[src/rtl/hprm_pkg.sv]
`timescale 1ns / 1ps
// ----------------------------------------------------------------------------
// Hall pulse RPM meter package
// Shared widths, constants and register map of the RPM meter.
// ----------------------------------------------------------------------------
package hprm_pkg;

	localparam int GAP_W   = 16;
	localparam int RPM_W   = 19;
	localparam int HIT_W   = 32;
	localparam int APB_DW  = 32;
	localparam int APB_AW  = 3;

	// 30000 RPM per ms of period, scaled by 16 for four fraction bits
	localparam int RPM_NUMER = 480000;

	localparam logic [GAP_W-1:0] TIMEOUT_RST = 16'd15000;
	localparam logic [GAP_W-1:0] MIN_GAP_RST = 16'd200;

	localparam int HISTORY_DEPTH_DEF  = 20;
	localparam int AVERAGE_WINDOW_DEF = 6;

	// register select: paddr bit 2 picks the word
	localparam logic REG_TIMEOUT = 1'b0;
	localparam logic REG_MIN_GAP = 1'b1;

endpackage

[src/rtl/hprm_div.sv]
`timescale 1ns / 1ps
// ----------------------------------------------------------------------------
// Bit-serial restoring divider
// One quotient bit per cycle; a zero divisor gives a zero quotient.
// ----------------------------------------------------------------------------
module hprm_div #(
	parameter int NW = 24,
	parameter int DW = 16
) (
	input  logic          clk,
	input  logic          arst_n,
	input  logic          start,
	input  logic [NW-1:0] numer,
	input  logic [DW-1:0] denom,
	output logic          busy,
	output logic [NW-1:0] quo
);

	localparam int CW = $clog2(NW + 1);

	logic [NW-1:0] quo_q;
	logic [DW-1:0] rem_q;
	logic [DW-1:0] den_q;
	logic          zero_q;
	logic [CW-1:0] cnt_q;

	logic [DW:0]   trial;
	logic [DW:0]   diff;
	logic          ge;

	assign trial = {rem_q, quo_q[NW-1]};
	assign diff  = trial - {1'b0, den_q};
	assign ge    = trial >= {1'b0, den_q};

	always_ff @(posedge clk or negedge arst_n) begin
		if (!arst_n) begin
			cnt_q <= '0;
		end else if (start) begin
			cnt_q <= CW'(NW);
		end else if (cnt_q != '0) begin
			cnt_q <= cnt_q - CW'(1);
		end
	end

	always_ff @(posedge clk) begin
		if (start) begin
			quo_q  <= numer;
			rem_q  <= '0;
			den_q  <= denom;
			zero_q <= (denom == '0);
		end else if (cnt_q != '0) begin
			// shift in next dividend bit, subtract when it fits
			quo_q <= {quo_q[NW-2:0], ge};
			rem_q <= ge ? diff[DW-1:0] : trial[DW-1:0];
		end
	end

	assign busy = (cnt_q != '0);
	assign quo  = zero_q ? '0 : quo_q;

endmodule

[src/rtl/hall_pulse_rpm_meter_unit.sv]
`timescale 1ns / 1ps
// ----------------------------------------------------------------------------
// Hall pulse RPM meter
// Tachometer from sensor pulse periods, with latest and averaged RPM.
// ----------------------------------------------------------------------------
// Usage:
//   Input channel: one beat per millisecond tick (in_valid / in_stall), with
//   edge_seen set when a falling sensor edge came in that tick. Every other
//   edge is a candidate; it counts as a pulse when the elapsed time exceeds
//   min_gap_ms. Elapsed time reaching timeout_ms records a zero gap.
//   Output channel: one beat per tick (out_valid / out_stall) with the latest
//   and averaged RPM (4 fraction bits), the wrapping hit count and the pulse
//   flag of that tick.
//   An accepted tick has its window of gaps walked, then both bit-serial
//   dividers run, retiring one quotient bit per cycle, and the result loads
//   the output register. NUM_W is the width of the averaged numerator and
//   sets the length of the averaged division. A new tick can be taken once
//   the previous one is loaded into the output register, so one result may
//   wait for the receiver while the next is computed.
//   A stalled result holds until taken; the finished tick after it then
//   waits in the sequencer and the input side stalls.
//   Reset clears timing, the gap history, the latest gap and the hit count,
//   and loads timeout_ms = 15000 and min_gap_ms = 200.
//   Registers: APB word 0 timeout_ms, word 1 min_gap_ms (16 bits each);
//   write them only while no tick is in flight.
// ----------------------------------------------------------------------------
module hall_pulse_rpm_meter_unit #(
	parameter int HISTORY_DEPTH  = hprm_pkg::HISTORY_DEPTH_DEF,
	parameter int AVERAGE_WINDOW = hprm_pkg::AVERAGE_WINDOW_DEF
) (
	input  logic                        clk,
	input  logic                        arst_n,
	// configuration port
	input  logic                        psel,
	input  logic                        penable,
	input  logic                        pwrite,
	input  logic [hprm_pkg::APB_AW-1:0] paddr,
	input  logic [hprm_pkg::APB_DW-1:0] pwdata,
	output logic [hprm_pkg::APB_DW-1:0] prdata,
	output logic                        pready,
	// tick input
	input  logic                        in_valid,
	output logic                        in_stall,
	input  logic                        edge_seen,
	// result output
	output logic                        out_valid,
	input  logic                        out_stall,
	output logic [hprm_pkg::RPM_W-1:0]  latest_rpm_q4,
	output logic [hprm_pkg::RPM_W-1:0]  average_rpm_q4,
	output logic [hprm_pkg::HIT_W-1:0]  hit_count,
	output logic                        pulse_accepted
);

	localparam int GW    = hprm_pkg::GAP_W;
	localparam int RPW   = hprm_pkg::RPM_W;
	localparam int HW    = hprm_pkg::HIT_W;
	localparam int WIN   = (AVERAGE_WINDOW < HISTORY_DEPTH) ? AVERAGE_WINDOW : HISTORY_DEPTH;
	localparam int CNT_W = $clog2(WIN + 1);
	localparam int SUM_W = GW + CNT_W;
	localparam int NUM_W = $clog2(hprm_pkg::RPM_NUMER * WIN + 1);

	typedef enum logic [3:0] {
		ST_IDLE = 4'b0001,
		ST_SUM  = 4'b0010,
		ST_DIV  = 4'b0100,
		ST_OUT  = 4'b1000
	} st_t;

	st_t state_q;

	// configuration
	logic [GW-1:0] timeout_q;
	logic [GW-1:0] min_gap_q;
	logic          cfg_wr;

	// tick state
	logic [GW-1:0] elapsed_q;
	logic          skip_q;
	logic [GW-1:0] hist_q [HISTORY_DEPTH];
	logic [GW-1:0] latest_q;
	logic [HW-1:0] total_q;
	logic          acc_q;

	// window walk
	logic [GW-1:0]    win_q [WIN];
	logic [CNT_W-1:0] step_q;
	logic [SUM_W-1:0] sum_q;
	logic [NUM_W-1:0] num_q;

	// output register
	logic           out_valid_q;
	logic [RPW-1:0] out_lat_q;
	logic [RPW-1:0] out_avg_q;
	logic [HW-1:0]  out_hit_q;
	logic           out_acc_q;

	// tick decode
	logic          in_beat;
	logic [GW:0]   e_inc;
	logic [GW-1:0] e_sat;
	logic          take;
	logic          tmo;
	logic          push;
	logic [GW-1:0] push_gap;
	logic [GW-1:0] hist_nx [HISTORY_DEPTH];

	logic           div_start;
	logic           lat_busy;
	logic           avg_busy;
	logic [RPW-1:0] lat_quo;
	logic [NUM_W-1:0] avg_quo;
	logic           out_load;

	// ---------------- configuration port ----------------
	assign pready = 1'b1;
	assign cfg_wr = psel && penable && pwrite;

	always_ff @(posedge clk or negedge arst_n) begin
		if (!arst_n) begin
			timeout_q <= hprm_pkg::TIMEOUT_RST;
			min_gap_q <= hprm_pkg::MIN_GAP_RST;
		end else if (cfg_wr) begin
			unique case (paddr[2])
				hprm_pkg::REG_TIMEOUT: timeout_q <= pwdata[GW-1:0];
				hprm_pkg::REG_MIN_GAP: min_gap_q <= pwdata[GW-1:0];
				default: ;
			endcase
		end
	end

	always_comb begin
		unique case (paddr[2])
			hprm_pkg::REG_TIMEOUT: prdata = {(hprm_pkg::APB_DW - GW)'(0), timeout_q};
			hprm_pkg::REG_MIN_GAP: prdata = {(hprm_pkg::APB_DW - GW)'(0), min_gap_q};
			default:               prdata = '0;
		endcase
	end

	// ---------------- tick update ----------------
	assign in_stall = (state_q != ST_IDLE);
	assign in_beat  = in_valid && !in_stall;

	// elapsed + 1, saturating at the top of the gap range
	assign e_inc    = {1'b0, elapsed_q} + (GW + 1)'(1);
	assign e_sat    = e_inc[GW] ? '1 : e_inc[GW-1:0];
	assign take     = edge_seen && !skip_q && (e_sat > min_gap_q);
	assign tmo      = !take && (e_sat >= timeout_q);
	assign push     = take || tmo;
	assign push_gap = take ? e_sat : '0;

	// history after this tick: oldest at 0, newest at the top
	always_comb begin
		for (int i = 0; i < HISTORY_DEPTH - 1; i++) begin
			hist_nx[i] = push ? hist_q[i+1] : hist_q[i];
		end
		hist_nx[HISTORY_DEPTH-1] = push ? push_gap : hist_q[HISTORY_DEPTH-1];
	end

	always_ff @(posedge clk or negedge arst_n) begin
		if (!arst_n) begin
			elapsed_q <= '0;
			skip_q    <= 1'b0;
			latest_q  <= '0;
			total_q   <= '0;
			for (int i = 0; i < HISTORY_DEPTH; i++) begin
				hist_q[i] <= '0;
			end
		end else if (in_beat) begin
			elapsed_q <= push ? '0 : e_sat;
			// every edge flips the skip flag, taken or not
			skip_q    <= skip_q ^ edge_seen;
			if (take) begin
				latest_q <= e_sat;
				total_q  <= total_q + HW'(1);
			end
			for (int i = 0; i < HISTORY_DEPTH; i++) begin
				hist_q[i] <= hist_nx[i];
			end
		end
	end

	// ---------------- sequencer ----------------
	assign div_start = (state_q == ST_SUM) && (step_q == '0);
	assign out_load  = (state_q == ST_OUT) && (!out_valid_q || !out_stall);

	always_ff @(posedge clk or negedge arst_n) begin
		if (!arst_n) begin
			state_q <= ST_IDLE;
		end else begin
			unique case (state_q)
				ST_IDLE: if (in_beat)                 state_q <= ST_SUM;
				ST_SUM:  if (step_q == '0)            state_q <= ST_DIV;
				ST_DIV:  if (!lat_busy && !avg_busy)  state_q <= ST_OUT;
				ST_OUT:  if (out_load)                state_q <= ST_IDLE;
				default:                              state_q <= ST_IDLE;
			endcase
		end
	end

	// walk the newest WIN gaps, one a cycle, through a shift line
	always_ff @(posedge clk) begin
		if (in_beat) begin
			acc_q  <= take;
			step_q <= CNT_W'(WIN);
			sum_q  <= '0;
			num_q  <= '0;
			for (int i = 0; i < WIN; i++) begin
				win_q[i] <= hist_nx[HISTORY_DEPTH - WIN + i];
			end
		end else if (state_q == ST_SUM && step_q != '0) begin
			// only positive gaps count toward the average
			if (win_q[0] != '0) begin
				sum_q <= sum_q + SUM_W'(win_q[0]);
				num_q <= num_q + NUM_W'(hprm_pkg::RPM_NUMER);
			end
			for (int i = 0; i < WIN - 1; i++) begin
				win_q[i] <= win_q[i+1];
			end
			win_q[WIN-1] <= '0;
			step_q       <= step_q - CNT_W'(1);
		end
	end

	// ---------------- dividers ----------------
	hprm_div #(
		.NW (RPW),
		.DW (GW)
	) u_lat_div (
		.clk    (clk),
		.arst_n (arst_n),
		.start  (div_start),
		.numer  (RPW'(hprm_pkg::RPM_NUMER)),
		.denom  (latest_q),
		.busy   (lat_busy),
		.quo    (lat_quo)
	);

	hprm_div #(
		.NW (NUM_W),
		.DW (SUM_W)
	) u_avg_div (
		.clk    (clk),
		.arst_n (arst_n),
		.start  (div_start),
		.numer  (num_q),
		.denom  (sum_q),
		.busy   (avg_busy),
		.quo    (avg_quo)
	);

	// ---------------- output register ----------------
	always_ff @(posedge clk or negedge arst_n) begin
		if (!arst_n) begin
			out_valid_q <= 1'b0;
		end else if (out_load) begin
			out_valid_q <= 1'b1;
		end else if (!out_stall) begin
			out_valid_q <= 1'b0;
		end
	end

	always_ff @(posedge clk) begin
		if (out_load) begin
			out_lat_q <= lat_quo;
			out_avg_q <= avg_quo[RPW-1:0];
			out_hit_q <= total_q;
			out_acc_q <= acc_q;
		end
	end

	assign out_valid      = out_valid_q;
	assign latest_rpm_q4  = out_lat_q;
	assign average_rpm_q4 = out_avg_q;
	assign hit_count      = out_hit_q;
	assign pulse_accepted = out_acc_q;

endmodule

[config.mk]
export PLATFORM = sky130hd
export DESIGN_NAME = hall_pulse_rpm_meter_unit
export DESIGN_NICKNAME = d
export VERILOG_FILES = /design/src/rtl/hprm_pkg.sv /design/src/rtl/hprm_div.sv /design/src/rtl/hall_pulse_rpm_meter_unit.sv
export SDC_FILE = /design/constraint.sdc
export NUM_CORES = 1
export LEC_CHECK = 0
export BUFFER_PORTS_ARGS = -buffer_cell sky130_fd_sc_hd__buf_2
export CAP_MARGIN = 0
export CORE_UTILIZATION = 35
export CTS_CLUSTER_DIAMETER = 40
export DETAILED_ROUTE_END_ITERATION = 10
export PLACE_DENSITY = 0.5
export SYNTH_ARGS = -nofsm -noshare
export SYNTH_HDL_FRONTEND = slang
export SYNTH_SLANG_ARGS = --single-unit
[constraint.sdc]
create_clock -name clk -period 6.25 [get_ports clk]
set_input_delay 0.3125 -clock clk [delete_from_list [all_inputs] [get_ports clk]]
set_output_delay 0.3125 -clock clk [all_outputs]
set_load 0.02 [all_outputs]
==> impl_results.md, run 1 <==
- Register area share after synthesis: 0.5524
- CTS clk-pin slew, worst paths: around 0.05 ns
- H-tree depth: 3
- Vias per cell: 4.998
- Syn_area_per_cell: 10.96 um2
- PwrDens: ~460 nW/um2
- Initial core utilization: 0.3558
- Final setup viols: 0
- TNS Setup: 0 ns
- Post-synthesis adder-cell area fraction: 0.04785
- Die W: between 200 and 300 um
- WP data required: about 6.6 ns
- Drc violations: 0
- Tcrit/Tclk final: 0.8182
- Final setup skew: approximately 0.053 ns
- CP Launch Type: register
- Share of total power in combinational logic: 0.245
- Antenna cells: 0
- First-pass GRT wire length: 91,840 um
- Drt total wl: roughly 55,000 um
- CP Data Arrival Time: roughly 5.4 ns
- Clock power frac: 0.395
- Unique masters post-synth: 75
- Syn Inst Count: about 2.3k
- Total I/O pin count: approximately 150
- Final ANT Viol Nets: 0
- Antenna violations before repair: 0
- Fin Hold WS: about 0.037 ns
- Multiplexer area fraction after synthesis: 0.09545
- IO Port Bufs: 113
- Xor and xnor area share after synthesis: 0.03182
- DR WL/cell: approximately 16 um
- Largest net degree at the start of global routing: 104
- Critical path type: register to register
- Max Slew Vio Count: 0
- Sink Count: around 530
- Internal: between 9 and 10 mW
- FP Rows: 97
- Synth-to-layout area growth: 20.61%
- Fraction of layout cells with a size suffix above 1: 0.1829
- Peak supply drop: ~250 uV
- Simple-Gate Fraction of Synth Area: 0.1358
- Die Height: 269.5 um
- CTS tree: built
- Max_cap viols: 0
- Worst slew pin tran: 1.134 ns
- P_sw: approximately 4.3 mW
- Design Power: roughly 14 mW
- Share of flip-flops with an asynchronous set or reset: 0.3962
- Seq pwr share: 0.359
- Synth Flop Type: edfxtp_1
- Vias in the first global route: around 18k
- Synth warnings: 0
- Overall routing resource usage: 0.1525
- Net Sw Frac: 0.3146
- Leakage: between 10 and 15 nW
- CTS root buffer: clkbuf_16
- Crit-path max FO: between 60 and 70
- Via count: around 17k
- Worst rel slew slack: 0.2319
- First-pass detailed-route iteration total: 5
- Nets@finish: roughly 2.6k
- Cell Area, Synth: roughly 25,000 um2
- GP Congestion: between 0.8 and 0.9
- Compound-Gate Fraction of Synth Area: 0.09690
- Core area: 70,390 um2
- Critical Path Sink Type: register
- Hold WC Path Type: input pin to register
- Clk_lat worst skew: about 0.64 ns
- Post-synthesis register bit count: 525
- CTS max path bufs: 3
- DIE AREA: about 73,000 um2
- Final worst path period need: approximately 5.1 ns
- TritonCTS buffer count: 96
- Grt ovf: 0
- Post-synth EDFFs: 227
- Fmax: 195.5 MHz
- DP HPWL: between 30,000 and 40,000 um
- Final hold vios: 0
- Outcome: finished, final reports clean
- RSZ-0062 raised after global routing: false
- DR iter-0 viols: roughly 800
- Largest family of logic cells by synthesized area: simple AND/OR/NAND/NOR gates
synth_stat cells (19+ instances only):
cell type	n	area share
a211oi_1	19	0.0057
a21o_1	30	0.0090
a21oi_1	108	0.022
and3_1	25	0.0062
buf_2	19	0.0038
buf_4	20	0.0060
clkbuf_1	69	0.010
dfrtp_1	197	0.20
dfxtp_1	90	0.072
edfxtp_1	227	0.27
ha_1	91	0.045
inv_1	94	0.014
mux2_2	91	0.041
mux2_4	23	0.014
mux2i_1	102	0.041
nand2_1	342	0.051
nand3_1	81	0.016
nand4_1	26	0.0065
nor2_1	102	0.015
nor2b_1	53	0.013
o21ai_0	163	0.033
xnor2_1	63	0.022
xor2_1	28	0.0098
layer usage:
metal | up-vias | share of wire | global-route usage
li1 | 8436 | - | -
met1 | 8474 | 0.47 | 0.1982
met2 | 294 | 0.47 | 0.2541
met3 | 93 | 0.035 | 0.02609
met4 | 0 | 0.023 | 0.05607
met5 | - | 0 | 0
stage by stage:
stage | instances | area (um2) | util | setup WS [ns]
after global placement | 3260 | 26560 | 0.3773 | 1.278
after detailed placement | 3260 | 26560 | 0.3773 | 1.205
after floorplan | 2301 | 25110 | - | 1.590
final | 3461 | 30210 | 0.4292 | 1.136
after global routing | 3461 | 30210 | 0.4292 | 0.7976
after CTS | 3461 | 30210 | 0.4292 | 1.180
layout make-up:
class	instances	area [um2]
clock inverter	73	927.1
tap	940	1176
clock buffer	109	2535
multi-input combinational	1557	10330
fill	6699	40180
timing repair buffer	161	1046
inverter	96	360.3
sequential	525	13840
cells by family (layout without fill, tap and decap cells):
family / count (synthesis) / after routing
AOI/OAI and AO/OA: 408 / 408
xor gates and xnor gates: 91 / 91
adders and majority gates: 94 / 94
buffers and inverters: 219 / 439
DFF: 525 / 525
muxes: 216 / 216
other: 2 / 17
and+or+nand+nor: 731 / 731
power groups by stage:
stage	combinational [mW]	clock [mW]	sequential, mW
detailed placement	3.39	0	5.02
global route	3.85	5.75	5.05
finish	3.39	5.45	4.96
CTS	3.42	5.59	4.97
global placement	3.33	0	5.00
floorplan	2.66	0	4.88
path summary, 6_finish.rpt:
check                                                start                              end  slack (ns)  depth (start not counted)
setup / recovery                  elapsed_q[0]$_DFFE_PN0P_           win_q[0][14]$_DFFE_PP_        1.14                         16
setup reg to reg                  elapsed_q[0]$_DFFE_PN0P_           win_q[0][14]$_DFFE_PP_        1.14                         16
min in group asynchronous                           arst_n           hist_q[58]$_DFFE_PN0P_        0.30                          2
max in group asynchronous                           arst_n           hist_q[49]$_DFFE_PN0P_        4.53                          3
hold / removal                                   edge_seen               skip_q$_DFFE_PN0P_        0.04                          3
hold reg to reg            u_lat_div.quo_q[3]$_SDFFE_PP0P_  u_lat_div.quo_q[3]$_SDFFE_PP0P_        0.46                          2
layout by cell type, fill, tap and decap left out, types with 17 or more instances in the layout:
master / count
nand2_1: 340
edfxtp_1: 227
dfrtp_1: 197
o21ai_0: 163
buf_2: 112
a21oi_1: 107
mux2i_1: 102
nor2_1: 100
clkbuf_16: 99
inv_1: 94
mux2_2: 91
ha_1: 91
dfxtp_1: 90
nand3_1: 81
xnor2_1: 63
nor2b_1: 53
a21o_1: 30
xor2_1: 28
nand4_1: 26
and3_1: 25
buf_4: 24
mux2_4: 23
a211oi_1: 19
dlygate4sd3_1: 19
nor3_1: 18
nor4_1: 18
inv_6: 18
conb_1: 17
state kept, by name (all words and copies together) (netlist names), 22 cells and up:
register         count
total_q             32
hist_q              96
win_q               96
u_avg_div.quo_q     22
hit_count           32
worst max-delay path, stage by stage, from the launching register on:
cell and delay, ns:
dfrtp_1 0.48, ha_1 0.25, nand3_2 0.12, or3_1 0.45, or2_1 0.37, buf_4 0.23, nand2_1 0.26, ha_1 0.31
and3_1 0.19, a221oi_1 0.30, o21ai_0 0.15, a21oi_1 0.24, o311ai_1 0.36, nor2_4 0.26, buf_12 0.39, mux2i_1 0.23
o21ai_0 0.14
what timing repair did:
item / 4_1_cts / 5_1_grt
hold buffers: 19 / 0
setup buffers: 0 / 0
gates resized for setup: 0 / 0
hold endpoints to repair: 118 / 0
No activity file was read; power rests on OpenSTA's default activity.
==> run 2, diff against run 1 <==
clock period = 5.19 ns   (was 6.25 ns; I/O delays follow)
==> impl_results.md, run 2 (synthesis results as in run 1) <==
- Final hold vios: 0 (unchanged)
- R2R depth: 16 (unchanged)
- First-pass GRT wire length: 92,770 um (+1.0%)
- Total I/O pin count: 149 (unchanged)
- CTS clk-pin slew, worst paths: 0.05 ns (about the same)
- WP data required: 5.48 ns (-1.08 ns)
- Hold WC Path Type: input pin to async pin
- Nets@finish: 2,588 (+0.54%)
- Drc violations: 0 (unchanged)
- Outcome: finished, final reports clean
- Overall routing resource usage: 0.1551 (+0.002641)
- Crit-path max FO: 64 (-3.0%)
- Final setup viols: 0 (unchanged)
- Peak supply drop: 260.6 uV (+5.1%)
- First-pass detailed-route iteration total: 5 (unchanged)
- CP Launch Type: register
- Commonest non-fill, non-tap cell in the layout: nand2_1
- TritonCTS buffer count: 92 (-4.2%)
- Leakage: 13.53 nW (about the same)
- Flop-to-flop setup slack: 0.47 ns (-0.67 ns)
- Clk_lat worst skew: 0.64 ns (about the same)
- Antenna violations before repair: 1 (+1)
- GP Congestion: 0.8527 (+2.2%)
- CP Data Arrival Time: 5.01 ns (-0.41 ns)
- Vias in the first global route: 17.78k (+1.1%)
- CTS max path bufs: 3 (unchanged)
- DP HPWL: 36,740 um (+2.7%)
- Top Registers: hist_q: 96 flops, win_q: 96 flops
- Worst rel slew slack: 0.2320 (about the same)
- Fraction of layout cells with a size suffix above 1: 0.1865 (+0.003624)
- DIE AREA: 72,640 um2 (unchanged)
- CTS tree: built
- Final setup skew: 0.03485 ns (-0.01851 ns)
- Max Slew Vio Count: 0 (unchanged)
- Antenna cells: 0 (unchanged)
- Vias per cell: 4.957 (-0.82%)
- Worst slew pin tran: 1.152 ns (+0.01773 ns)
- Final worst path period need: 4.720 ns (-0.3937 ns)
- Via count: 17.21k (-0.53%)
- PwrDens: 541.3 nW/um2 (+18%)
- Fmax: 211.8 MHz (+8.3%)
- Reg-to-reg startpoint: elapsed_q[1]$_DFFE_PN0P_
- Fin Hold WS: 0.3329 ns (+0.2960 ns)
- Max_cap viols: 0 (unchanged)
- Grt ovf: 0 (unchanged)
- Die W: 269.5 um (unchanged)
- Critical path type: register to register
- DR iter-0 viols: 877 (+10%)
- Final ANT Viol Nets: 0 (unchanged)
- Synth-to-layout area growth: 20.54% (about the same)
- TNS Setup: 0 ns (unchanged)
- FP Rows: 97 (unchanged)
- Tcrit/Tclk final: 0.9095 (+0.09127)
- Largest net degree at the start of global routing: 114 (+9.6%)
- CTS root buffer: clkbuf_16
- Post-cts sizing count: 0 (unchanged)
- Commonest cells after routing, fill and taps aside: nand2_1, edfxtp_1, dfrtp_1, o21ai_0, buf_2
- Sink Count: 525 (unchanged)
- Initial core utilization: 0.3558 (unchanged)
- DR WL/cell: 16.10 um (+0.91%)
- IO Port Bufs: 113 (unchanged)
- Worst r2r dst: win_q[0][10]$_DFFE_PP_
- Critical Path Sink Type: register
- H-tree depth: 3 (unchanged)
- Die Height: 269.5 um (unchanged)
- RSZ-0062 raised after global routing: false
- Drt total wl: 55,900 um (+1.2%)
- Core area: 70,390 um2 (unchanged)
==> run 2: through the flow <==
stage	power, mW	cell area, um2	setup slack [ns]	instances	util
floorplan	9.075	25110	0.5301	2301	-
global route	17.39	30190	0.08365	3471	0.4289
CTS	16.53	30190	0.5072	3471	0.4289
finish	16.34	30190	0.4696	3471	0.4289
global placement	10.03	26700	0.5765	3277	0.3793
detailed placement	10.14	26700	0.5506	3277	0.3793
==> run 2: layout make-up <==
class | instances | area [um2]
multi-input cells | 1557 | 10330
repair buffers | 179 | 1196
inverters | 96 | 360.3
fillers | 6626 | 40200
flip-flops and latches | 525 | 13840
clock inverters | 71 | 869.6
clock buffers | 103 | 2425
well taps | 940 | 1176
==> run 2: worst max path at each step <==
stage | start | end | slack (ns) | depth (start not counted)
floorplan | state_q[0]$_DFFE_PN1P_ | average_rpm_q4[0]$_SDFFCE_PP0P_ | 0.53 | 4
global route | elapsed_q[2]$_DFFE_PN0P_ | win_q[0][10]$_DFFE_PP_ | 0.08 | 16
CTS | elapsed_q[1]$_DFFE_PN0P_ | win_q[0][10]$_DFFE_PP_ | 0.51 | 16
detailed placement | elapsed_q[1]$_DFFE_PN0P_ | win_q[0][10]$_DFFE_PP_ | 0.55 | 16
global placement | elapsed_q[1]$_DFFE_PN0P_ | win_q[0][9]$_DFFE_PP_ | 0.58 | 16
finish | elapsed_q[1]$_DFFE_PN0P_ | win_q[0][10]$_DFFE_PP_ | 0.47 | 16
==> run 2: report_power, final <==
part           total (mW)  internal, mW  switching, mW  leakage [nW]
Clock                6.26          3.99           2.27          1.57
Combinational        4.11          1.71           2.41          6.27
Sequential           5.97          5.43          0.540          5.69
==> run 2: repair_timing <==
action | 4_1_cts | 5_1_grt
hold buffers | 20 | 0
hold endpoints to repair | 138 | 0
endpoints found under the setup margin | 0 | 0
setup buffers | 0 | 0
==> run 2: layer usage <==
metal	wire length (um)	vias to the layer above	track usage
met3	2283	96	0.02885
met4	1611	0	0.06041
met2	25830	313	0.2536
met1	26180	8352	0.2030
li1	-	8444	-
met5	0	-	0
==> run 2: critical path, stage by stage, from the launching register on <==
cell and delay [ns]:
dfrtp_1 0.41, ha_1 0.23, nand3_2 0.13, or3_1 0.44, or2_1 0.26, buf_4 0.16
o21ai_0 0.14, ha_1 0.31, a21o_1 0.19, a21o_1 0.17, a21oi_1 0.24, o211ai_1 0.14
o221a_2 0.50, nor2_4 0.25, buf_12 0.39, mux2i_1 0.22, o21ai_0 0.14
==> run 3, diff against run 2 <==
GPL_TIMING_DRIVEN = 0   (was not set)
==> impl_results.md, run 3 (synthesis results as in run 1) <==
- Outcome: finished, final reports clean
- Antenna violations before repair: 0 (-1)
- Share of total power in combinational logic: 0.252 (about the same)
- R2R depth: 18 (+2)
- Drt total wl: 62,370 um (+12%)
- Vias per cell: 5.008 (+1.0%)
- PwrDens: 547.8 nW/um2 (+1.2%)
- P_sw: 5.332 mW (+2.3%)
- Sink Count: 525 (unchanged)
- Critical Path Sink Type: register
- Commonest non-fill, non-tap cell in the layout: nand2_1
- Clk_lat worst skew: 0.64 ns (about the same)
- Largest net degree at the start of global routing: 87 (-24%)
- Worst rel slew slack: 0.2948 (+0.06279)
- Design Power: 16.84 mW (+3.1%)
- CTS clk-pin slew, worst paths: 0.06 ns (about the same)
- Worst slew pin tran: 1.043 ns (-0.1089 ns)
- Crit path depth: 18 (+2)
- DR WL/cell: 17.54 um (+8.9%)
- Hold WC Path Type: input pin to async pin
- Fmax: 202.6 MHz (-4.4%)
- Die W: 269.5 um (unchanged)
- Grt ovf: 0 (unchanged)
- TNS Setup: 0 ns (unchanged)
- Net Sw Frac: 0.3166 (-0.002436)
- Synth-to-layout area growth: 22.76%
- CTS max path bufs: 3 (unchanged)
- DR iter-0 viols: 1,058 (+21%)
- DIE AREA: 72,640 um2 (unchanged)
- Drc violations: 0 (unchanged)
- GP Congestion: 0.8416 (-1.3%)
- Final hold vios: 0 (unchanged)
- CTS root buffer: clkbuf_16
- H-tree depth: 3 (unchanged)
- Fraction of layout cells with a size suffix above 1: 0.1877 (+0.001204)
- Internal: 11.51 mW (+3.4%)
- Tcrit/Tclk final: 0.9512 (+0.04166)
- Core area: 70,390 um2 (unchanged)
- IO Port Bufs: 112 (-0.88%)
- CP Data Arrival Time: 5.28 ns (+0.27 ns)
- Slowest stage delay, CP: 0.45 ns (-0.05 ns)
- Peak supply drop: 276.4 uV (+6.1%)
- WP data required: 5.53 ns (+0.05 ns)
- Final worst path period need: 4.937 ns (+0.2162 ns)
- Final setup viols: 0 (unchanged)
- CP bufs+invs: 4 (+2)
- Crit-path cells: ha_1, nand3_2, or3_1, or2_1, clkbuf_2, clkbuf_2, nand2_2, ha_1, a21oi_1, nor2_1, o41ai_1, o211ai_1, o221a_4, nor2_1, buf_4, buf_6, mux2i_1, o21ai_0
- Seq pwr share: 0.356 (-0.009)
- Via count: 17.81k (+3.5%)
- Final setup skew: 0.02995 ns (-0.004904 ns)
- Max Slew Vio Count: 0 (unchanged)
- Initial core utilization: 0.3558 (unchanged)
- Critical path type: register to register
- CP Launch Type: register
- Final ANT Viol Nets: 0 (unchanged)
- Crit-path max FO: 10 (-84%)
- DP HPWL: 44,740 um (+22%)
- Clock power frac: 0.393 (+0.010)
- Top Registers: hist_q: 96 flops, win_q: 96 flops
- Vias in the first global route: 18.24k (+2.6%)
- Antenna cells: 0 (unchanged)
- RSZ-0062 raised after global routing: false
- Max_cap viols: 0 (unchanged)
- Overall routing resource usage: 0.1728 (+0.01769)
- TritonCTS buffer count: 94 (+2.2%)
- Finished Core Util: 0.4368 (+0.007892)
- First-pass detailed-route iteration total: 5 (unchanged)
- First-pass GRT wire length: 100,400 um (+8.2%)
- CP top delay family: simple AND/OR/NAND/NOR gates
- Commonest cells after routing, fill and taps aside: nand2_1, edfxtp_1, dfrtp_1, o21ai_0, buf_2
- Die Height: 269.5 um (unchanged)
- Critical-path top delay cell: dfrtp_2
- FP Rows: 97 (unchanged)
- CTS tree: built
- Total I/O pin count: 149 (unchanged)
- Leakage: 13.76 nW (+1.6%)
- Nets@finish: 2,672 (+3.2%)
## run 3: cell types whose count changed in the layout (fill, tap and decap cells not counted), sizes merged
cell	previous run	this run
clkinvlp	13	9
bufinv	11	16
buf	159	171
clkbuf	103	181
inv	112	110
clkinv	31	27
## run 3: timing repair
action                     CTS  global route
resized for setup            4            11
buffers inserted             0             0
hold buffers                20             0
gates cloned                 0             0
hold endpoints to repair   159             0
setup endpoints to repair  137           220
## run 3: final timing paths
| path | start | slack, ns | end |
|---|---|---|---|
| max in group asynchronous | arst_n | 4.21 | state_q[0]$_DFFE_PN1P_ |
| max | elapsed_q[0]$_DFFE_PN0P_ | 0.25 | win_q[3][10]$_DFFE_PP_ |
| min reg2reg | acc_q$_DFFE_PP_ | 0.44 | pulse_accepted$_DFFE_PP_ |
| min | arst_n | 0.13 | hist_q[72]$_DFFE_PN0P_ |
| max reg2reg | elapsed_q[0]$_DFFE_PN0P_ | 0.25 | win_q[3][10]$_DFFE_PP_ |
| min in group clk | pwrite | 0.28 | min_gap_q[15]$_DFFE_PN0P_ |
## run 3: stage by stage
| step | worst slack, ns | instance area [um2] | cells | hold slack, ns |
|---|---|---|---|---|
| floorplan | 0.5301 | 25110 | 2301 | -0.03609 |
| global placement | -0.8781 | 26840 | 3353 | 0.4387 |
| detailed placement | -0.1670 | 27020 | 3359 | 0.1974 |
| CTS | 0.00006839 | 30720 | 3556 | 0.1216 |
| global route | 0.01784 | 30750 | 3556 | 0.1545 |
| finish | 0.2534 | 30750 | 3556 | 0.1277 |
## run 3: area by class of cell
cell class | count | area (um2)
plain buffers | 123 | 636.9
clock buffers | 111 | 2539
clock inverters | 66 | 939.7
fillers | 6659 | 39640
inverters | 96 | 360.3
multi-input cells | 1557 | 10340
flip-flops and latches | 525 | 13840
well taps | 940 | 1176
repair buffers | 138 | 920.9
## run 3: metal layers
metal / routed length, um / GRT usage / vias up
met4: 1365 / 0.05712 / 0
li1: - / - / 8621
met3: 2775 / 0.02698 / 97
met2: 29690 / 0.2887 / 371
met5: 0 / 0 / -
met1: 28540 / 0.2281 / 8721
## run 3: power by group through the flow
stage / registers, mW / logic [mW] / clock network [mW]
final: 5.99 / 4.24 / 6.61
after global routing: 6.12 / 4.77 / 6.96
after CTS: 6.00 / 4.25 / 6.77
after detailed placement: 6.06 / 4.22 / 0
after global placement: 6.10 / 4.10 / 0
after floorplan: 5.88 / 3.20 / 0
